$ cat config.mk
export PLATFORM = sky130hd
export DESIGN_NAME = bf5_ctrl
export DESIGN_NICKNAME = d
export VERILOG_FILES = /design/src/hw/rtl/bf5_pkg.sv /design/src/hw/rtl/bf5_ctrl.sv
export SDC_FILE = /design/constraint.sdc
export NUM_CORES = 1
export LEC_CHECK = 0
export ABC_AREA = 1
export BUFFER_PORTS_ARGS = -buffer_cell sky130_fd_sc_hd__buf_2
export CAP_MARGIN = 5
export CORE_UTILIZATION = 35
export CTS_CLUSTER_DIAMETER = 30
export CTS_CLUSTER_SIZE = 28
export DETAILED_ROUTE_END_ITERATION = 8
export GPL_TIMING_DRIVEN = 1
export PLACE_DENSITY = 0.65
export SYNTH_ARGS = -nofsm -noshare
export SYNTH_HDL_FRONTEND = slang
export SYNTH_SLANG_ARGS = --single-unit
$ cat constraint.sdc
create_clock -name clk -period 2.4 [get_ports clk]
set_input_delay 0.48 -clock clk [delete_from_list [all_inputs] [get_ports clk]]
set_output_delay 0.48 -clock clk [all_outputs]
set_load 0.005 [all_outputs]
$ cat src/hw/rtl/bf5_pkg.sv
// bf5_pkg: shared types and constants of the 5x5 bilateral filter unit
// used by bf5_ctrl, bf5_datapath and bilateral_filter_5x5_u8_unit; no dependencies
`default_nettype none

package bf5_pkg;

  // fixed field widths
  localparam int PIX_W      = 8;
  localparam int IDX_W      = 8;
  localparam int WIN_W      = 16;
  localparam int WIDTH_W    = 12;
  localparam int HEIGHT_W   = 13;
  localparam int CFG_DATA_W = 13;
  localparam int POS_W      = 24;
  localparam int IN_DATA_W  = 32;
  localparam int OUT_DATA_W = 8;
  localparam int NUM_TAPS   = 25;
  localparam int MAX_HEIGHT = 4096;

  // configuration register indexes
  localparam logic REG_FRAME_WIDTH  = 1'b0;
  localparam logic REG_FRAME_HEIGHT = 1'b1;

  // request kinds carried on tuser
  typedef enum logic [1:0] {
    ACT_PIXEL   = 2'd0,
    ACT_SPATIAL = 2'd1,
    ACT_RANGE   = 2'd2,
    ACT_FLUSH   = 2'd3
  } act_t;

  // controller states
  typedef enum logic [3:0] {
    ST_IDLE,
    ST_SETTLE,
    ST_CHECK,
    ST_CENTER,
    ST_TAPS,
    ST_DRAIN,
    ST_DIV_LOAD,
    ST_DIV_STEP,
    ST_RESULT
  } state_t;

  // controller to datapath
  typedef struct packed {
    logic       accept;
    logic       rd_center;
    logic       rd_tap;
    logic       acc_clear;
    logic       div_load;
    logic       div_step;
    logic       load_result;
    logic [4:0] k;
    logic [2:0] dy;
    logic [2:0] dx;
    logic [2:0] div_i;
  } cmd_t;

  // datapath to controller
  typedef struct packed {
    act_t action;
    logic emit_ok;
    logic pipe_busy;
    logic out_free;
  } status_t;

endpackage

`default_nettype wire

$ cat src/hw/rtl/bf5_ctrl.sv
// bf5_ctrl: sequencing state machine of the bilateral filter
// depends on bf5_pkg; drives bf5_datapath through cmd_t and reads status_t
`default_nettype none

module bf5_ctrl
  import bf5_pkg::*;
(
  input  wire logic    clk,
  input  wire logic    rst,
  input  wire logic    cfg_we,
  input  wire logic    s_tvalid,
  output logic         s_tready,
  input  wire status_t st,
  output cmd_t         cmd
);

  state_t     state, state_next;
  logic [4:0] k, k_next;
  logic [2:0] dy, dy_next;
  logic [2:0] dx, dx_next;
  logic [2:0] div_i, div_i_next;

  // state and counters
  always_ff @(posedge clk) begin
    if (rst) begin
      state <= ST_IDLE;
      k     <= '0;
      dy    <= '0;
      dx    <= '0;
      div_i <= '0;
    end else begin
      state <= state_next;
      k     <= k_next;
      dy    <= dy_next;
      dx    <= dx_next;
      div_i <= div_i_next;
    end
  end

  // next state and commands
  always_comb begin
    state_next = state;
    k_next     = k;
    dy_next    = dy;
    dx_next    = dx;
    div_i_next = div_i;
    s_tready   = 1'b0;
    cmd        = '0;
    cmd.k      = k;
    cmd.dy     = dy;
    cmd.dx     = dx;
    cmd.div_i  = div_i;
    unique case (state)
      ST_IDLE: begin
        s_tready = 1'b1;
        if (cfg_we) begin
          state_next = ST_SETTLE;
        end else if (s_tvalid) begin
          cmd.accept = 1'b1;
          if (st.action == ACT_PIXEL || st.action == ACT_FLUSH) begin
            state_next = ST_CHECK;
          end
        end
      end
      ST_SETTLE: begin
        state_next = ST_IDLE;
      end
      ST_CHECK: begin
        state_next = st.emit_ok ? ST_CENTER : ST_IDLE;
      end
      ST_CENTER: begin
        cmd.rd_center = 1'b1;
        cmd.acc_clear = 1'b1;
        k_next        = '0;
        dy_next       = '0;
        dx_next       = '0;
        state_next    = ST_TAPS;
      end
      ST_TAPS: begin
        cmd.rd_tap = 1'b1;
        if (k == 5'(NUM_TAPS - 1)) begin
          state_next = ST_DRAIN;
        end else begin
          k_next = k + 5'd1;
          if (dx == 3'd4) begin
            dx_next = '0;
            dy_next = dy + 3'd1;
          end else begin
            dx_next = dx + 3'd1;
          end
        end
      end
      ST_DRAIN: begin
        if (!st.pipe_busy) begin
          state_next = ST_DIV_LOAD;
        end
      end
      ST_DIV_LOAD: begin
        cmd.div_load = 1'b1;
        div_i_next   = 3'd7;
        state_next   = ST_DIV_STEP;
      end
      ST_DIV_STEP: begin
        cmd.div_step = 1'b1;
        if (div_i == 3'd0) begin
          state_next = ST_RESULT;
        end else begin
          div_i_next = div_i - 3'd1;
        end
      end
      ST_RESULT: begin
        if (st.out_free) begin
          cmd.load_result = 1'b1;
          state_next      = ST_IDLE;
        end
      end
      default: begin
        state_next = ST_IDLE;
      end
    endcase
  end

  // a result is loaded only into a free output register
  a_load_free: assert property (@(posedge clk) disable iff (rst)
    cmd.load_result |-> st.out_free) else $error("result loaded over pending output");

  // division starts only after the tap pipeline has drained
  a_div_drained: assert property (@(posedge clk) disable iff (rst)
    cmd.div_load |-> !st.pipe_busy) else $error("division started with taps in flight");

  // tap walk ends on the last tap of the window
  a_taps_end: assert property (@(posedge clk) disable iff (rst)
    (state == ST_TAPS && state_next == ST_DRAIN) |-> (dy == 3'd4 && dx == 3'd4))
    else $error("tap walk ended early");

endmodule

`default_nettype wire

==> results.ini, run 1 <==
[run_status]
outcome = completed

[timing]
rsz0062_at_grt = false
finalSetupTns_ns = 0
setup_viol = 0
worst_pin_slew_ns = 0.3477
relSlewSlack = 0.7679
skew_ns = 0.002752
worst_hold_slack_ns = 0.3911
fmax_mhz = 540.3
fin_crit_ns = 1.851
hold_viol = 0
drv_slew = 0
fin_crit_sh = 0.7712

[finish]
utilization = 0.4553
drive_above_1_share = 0.2081
syn2layout_area_growth_pct = 18.49
seq_area_um2 = 360.3
antenna_cells = 0
mostFrequentLayoutCell = nand2_1
layout.nets = 214
multi_input_area_um2 = 608.1
final_cell_mix = nand2_1, buf_2, inv_1
fill_cells = 310
instances_no_fill = 228

[worst_setup_path]
rr_worst_depth = 10
r2r_slack_ns = 0.83
cp.required_ns = 1.92
cp_max_fo = 6
start_kind = register
worstReg2RegStart = k[0]$_SDFFE_PP0P_
regToRegEndpoint = dx[0]$_SDFFE_PP0P_
crit_type = register to primary output
endpoint_kind = primary output
cp_data_arrival_time_ns = 1.37

[clock_tree]
cts_max_level = 1
post_cts_buffers = 0
root_buffer = clkbuf_4
clk-insertion-delay-late_ns = 0.30
cts_tree = yes
cts_hold_buf = 0
clockBufferDepth = 2
clkTransAtPathRegs_ns = 0.11
ctsResizeCount = 0
cts.sinks = 18
numCtsBuffers = 3

[synth]
ys_types = 23
ys.flop_type = dfxtp_1
ys_ff_latch = 18
ys_seq_area_frac = 0.3288
netlist_top_cells_area = dfxtp_1, nand2_1, inv_1, nor2_1, ha_1
yosys_warnings = 0
yosys.area.top_type_share = 0.3288
synth_enable_flop_cells = 0
synth.avg_cell_area_um2 = 6.603
async_reset_ff_frac = 0
syn-num-nets = 182
synth_area_mm2 = 0.001096
yosys.area.top_type = dfxtp_1
syn_inst = 166

[drt]
first_pass_iters = 4
drc = 0
avgViaCountPerCell = 4.662
ant_nets = 0
num_vias = 1063
wl_per_cell_um = 9.978
totalWireLength_um = 2275
drt-initial-drc-count = 23

[place]
gp_congestion = 0.8944
dpl.cell_count = 224
port_buffers = 30
detailed_place_hpwl_um = 1772

[flow_run]
maxCapViolations = 0

[min_path]
hp-class = input pin to register
whs_endpoint = k[4]$_SDFFE_PP0P_
whs_path_depth = 2
min_from = rst

[die]
ios = 31
die-area_mm2 = 0.003359
start_util = 0.3842
placementRows = 19
fp.dieH_um = 57.96
die_x_um = 57.96
core_region_area_mm2 = 0.002853

[global_route]
grt_max_degree = 13
antenna_found_initial = 0
grtUsageTotal = 0.1429
grt_pass1_wl_um = 3732
overflow = 0
grt_pass1_vias = 880

[pwr]
peakVddDrop_mv = 0.3061
powerDensity_mw_per_mm2 = 930.7
p_total_w = 0.001209
p_leak_nw = 0.6863

[cell type report]
cell class                 instances  area share
timing repair buffer              30      0.1156
clock buffer                       4     0.02794
inverter                          28     0.08092
multi-input combinational        117      0.4682
sequential                        18      0.2775
tap                               31     0.02987
[cell families after synthesis]
| group | after synthesis | synth area share |
|---|---|---|
| flops | 18 | 0.3288 |
| simple gates | 83 | 0.3288 |
| fa+ha+maj | 7 | 0.07991 |
| buf+inv | 31 | 0.1164 |
| xor+xnor | 5 | 0.03995 |
| compound gates | 22 | 0.1062 |
[metal layers]
layer  track usage  vias to the layer above  part of all wire  wire length, µm
li1              -                      580                 -                -
met4       0.02041                        0            0.0084               19
met3       0.04688                        2             0.051              117
met1        0.2060                      457              0.53             1195
met2        0.2118                       24              0.41              943
met5             0                        -                 0                0
[cell usage after synthesis (3+ instances only)]
cell	instances
a21oi_1	13
dfxtp_1	18
ha_1	7
inv_1	28
nand2_1	39
nand2_2	3
nand3_1	9
nor2_1	25
o21ai_0	6
xor2_1	5
[power by group]
group	total, W	switching [W]	internal (W)
logic	0.000595	0.000384	0.000211
registers	0.000423	0.0000626	0.000360
clock network	0.000191	0.0000986	0.0000926
[worst max-delay path, cell delays in order (launching register included)]
cell and delay (ns):
dfxtp_1 0.46, inv_1 0.09, nor2_1 0.20, nand2_1 0.15, inv_1 0.07, buf_2 0.10
[stage by stage]
stage          setup slack, ns  cell area, µm²
4_1_cts                 0.5579            1299
3_5_place_dp            0.8365            1262
2_1_floorplan           0.9948            1096
6_report                0.5491            1299
3_3_place_gp            0.8572            1262
5_1_grt                 0.4489            1299
[flip-flops by register name, summed over array words and instances (netlist names)]
signal	cells
div_i	3
dy	3
k	5
state	4
dx	3
[how the worst max path moves through the flow]
stage	startpoint	endpoint	slack [ns]	depth (start not counted)
finish	state[2]$_SDFFE_PP0P_	cmd[16]	0.55	5
global route	state[2]$_SDFFE_PP0P_	cmd[16]	0.45	5
CTS	state[2]$_SDFFE_PP0P_	cmd[16]	0.56	5
detailed placement	k[0]$_SDFFE_PP0P_	dx[0]$_SDFFE_PP0P_	0.84	10
global placement	k[0]$_SDFFE_PP0P_	dx[0]$_SDFFE_PP0P_	0.86	10
floorplan	k[0]$_SDFFE_PP0P_	dx[2]$_SDFFE_PP0P_	0.99	11
No activity file was read; power rests on OpenSTA's default activity.
==> inputs of run 2 (changes only) <==
==> constraint.sdc (replaced) <==
create_clock -name clk -period 1.8 [get_ports clk]
set_input_delay 0.36 -clock clk [delete_from_list [all_inputs] [get_ports clk]]
set_output_delay 0.36 -clock clk [all_outputs]
set_load 0.005 [all_outputs]
==> results.ini, run 2 (synthesized netlist as in run 1, its figures left out) <==
[clock_tree]
cts_tree = yes
cts_max_level = 1
ctsResizeCount = 0
numCtsBuffers = 3
cts_hold_buf = 0
cts.sinks = 18
post_cts_buffers = 0
clkTransAtPathRegs_ns = 0.11
clockBufferDepth = 2
clk-insertion-delay-late_ns = 0.29
root_buffer = clkbuf_4

[finish]
top_regs = k (5), state (4)
top_register = k
antenna_cells = 0
largest_register_ffs = 5
fill_cells = 312
drive_above_1_share = 0.2132
multi_input_area_um2 = 610.6
mostFrequentLayoutCell = nand2_1
utilization = 0.4561
final_cell_mix = nand2_1, buf_2, inv_1
syn2layout_area_growth_pct = 18.72
seq_area_um2 = 360.3
layout.nets = 214

[place]
detailed_place_hpwl_um = 1760
gp_congestion = 0.9119
port_buffers = 30
pre_cts_slack_ns = 0.2418

[worst_setup_path]
endpoint_kind = primary output
crit_family = flip-flops
path_cells = nand2_1, inv_1, nand2_1, inv_1, buf_2
crit_buf_inv = 3
cp_max_fo = 6
cp_data_arrival_time_ns = 1.29
cp.required_ns = 1.44
max_stage_delay_ns = 0.43
slowest_stage = dfxtp_1
start_kind = register
crit_type = register to primary output

[drt]
avgViaCountPerCell = 4.645
ant_nets = 0
drt-initial-drc-count = 18
num_vias = 1059
first_pass_iters = 4
totalWireLength_um = 2290
drc = 0
wl_per_cell_um = 10.04

[global_route]
overflow = 0
grt_pass1_vias = 900
grt_max_degree = 13
grtUsageTotal = 0.1455
grt_pass1_wl_um = 3801
antenna_found_initial = 0

[timing]
drv_slew = 0
finalSetupTns_ns = 0
rsz0062_at_grt = false
fin_crit_ns = 1.651
setup_viol = 0
relSlewSlack = 0.7814
skew_ns = 0.0008812
fin_ws_ns = 0.1485
fin_crit_sh = 0.9175
worst_pin_slew_ns = 0.3258
hold_viol = 0
fmax_mhz = 605.5

[min_path]
hp-class = input pin to register

[die]
fp.dieH_um = 57.96
start_util = 0.3842
ios = 31
die-area_mm2 = 0.003359
core_region_area_mm2 = 0.002853
die_x_um = 57.96
placementRows = 19

[flow_run]
maxCapViolations = 0

[run_status]
outcome = completed

[pwr]
peakVddDrop_mv = 0.4058
p_leak_nw = 0.6860
powerDensity_mw_per_mm2 = 1240

[run 2: cell counts in the layout (fill, tap and decap cells not counted)]
No cell type changed its count.
[run 2: final timing paths]
path	from	endpoint	slack, ns	depth (start not counted)
min	rst	dy[1]$_SDFFE_PP0P_	0.28	2
min reg2reg	dy[1]$_SDFFE_PP0P_	dy[1]$_SDFFE_PP0P_	0.49	2
max reg2reg	k[0]$_SDFFE_PP0P_	dx[0]$_SDFFE_PP0P_	0.23	10
max	state[0]$_SDFFE_PP0P_	cmd[19]	0.15	5
[run 2: power by group]
part | switching (W) | leakage, nW | internal (W) | total (W)
Combinational | 0.000510 | 0.519 | 0.000282 | 0.000793
Sequential | 0.0000861 | 0.146 | 0.000480 | 0.000566
Clock | 0.000132 | 0.0210 | 0.000123 | 0.000255
Total | 0.000728 | 0.686 | 0.000886 | 0.00161
[run 2: final cells by class]
type	count	area share
clock buffer	4	0.02788
inverter	28	0.08077
multi-input combinational	117	0.4692
sequential	18	0.2769
tap	31	0.02981
timing repair buffer	30	0.1154
[run 2: routing by layer]
metal | up-vias | global-route usage | wire (µm)
met3 | 4 | 0.02009 | 87
li1 | 580 | - | -
met5 | - | 0 | 0
met2 | 19 | 0.2167 | 956
met1 | 456 | 0.2099 | 1209
met4 | 0 | 0.06122 | 37
[run 2: per-stage QoR]
stage | instances | area [µm²] | total power (W) | hold WS, ns
2_1_floorplan | 166 | 1096 | 0.001171 | 0.4291
3_3_place_gp | 224 | 1262 | 0.001368 | 0.4825
3_5_place_dp | 224 | 1262 | 0.001362 | 0.4752
4_1_cts | 228 | 1299 | 0.001622 | 0.2770
5_1_grt | 228 | 1301 | 0.001783 | 0.2747
6_report | 228 | 1301 | 0.001614 | 0.2801
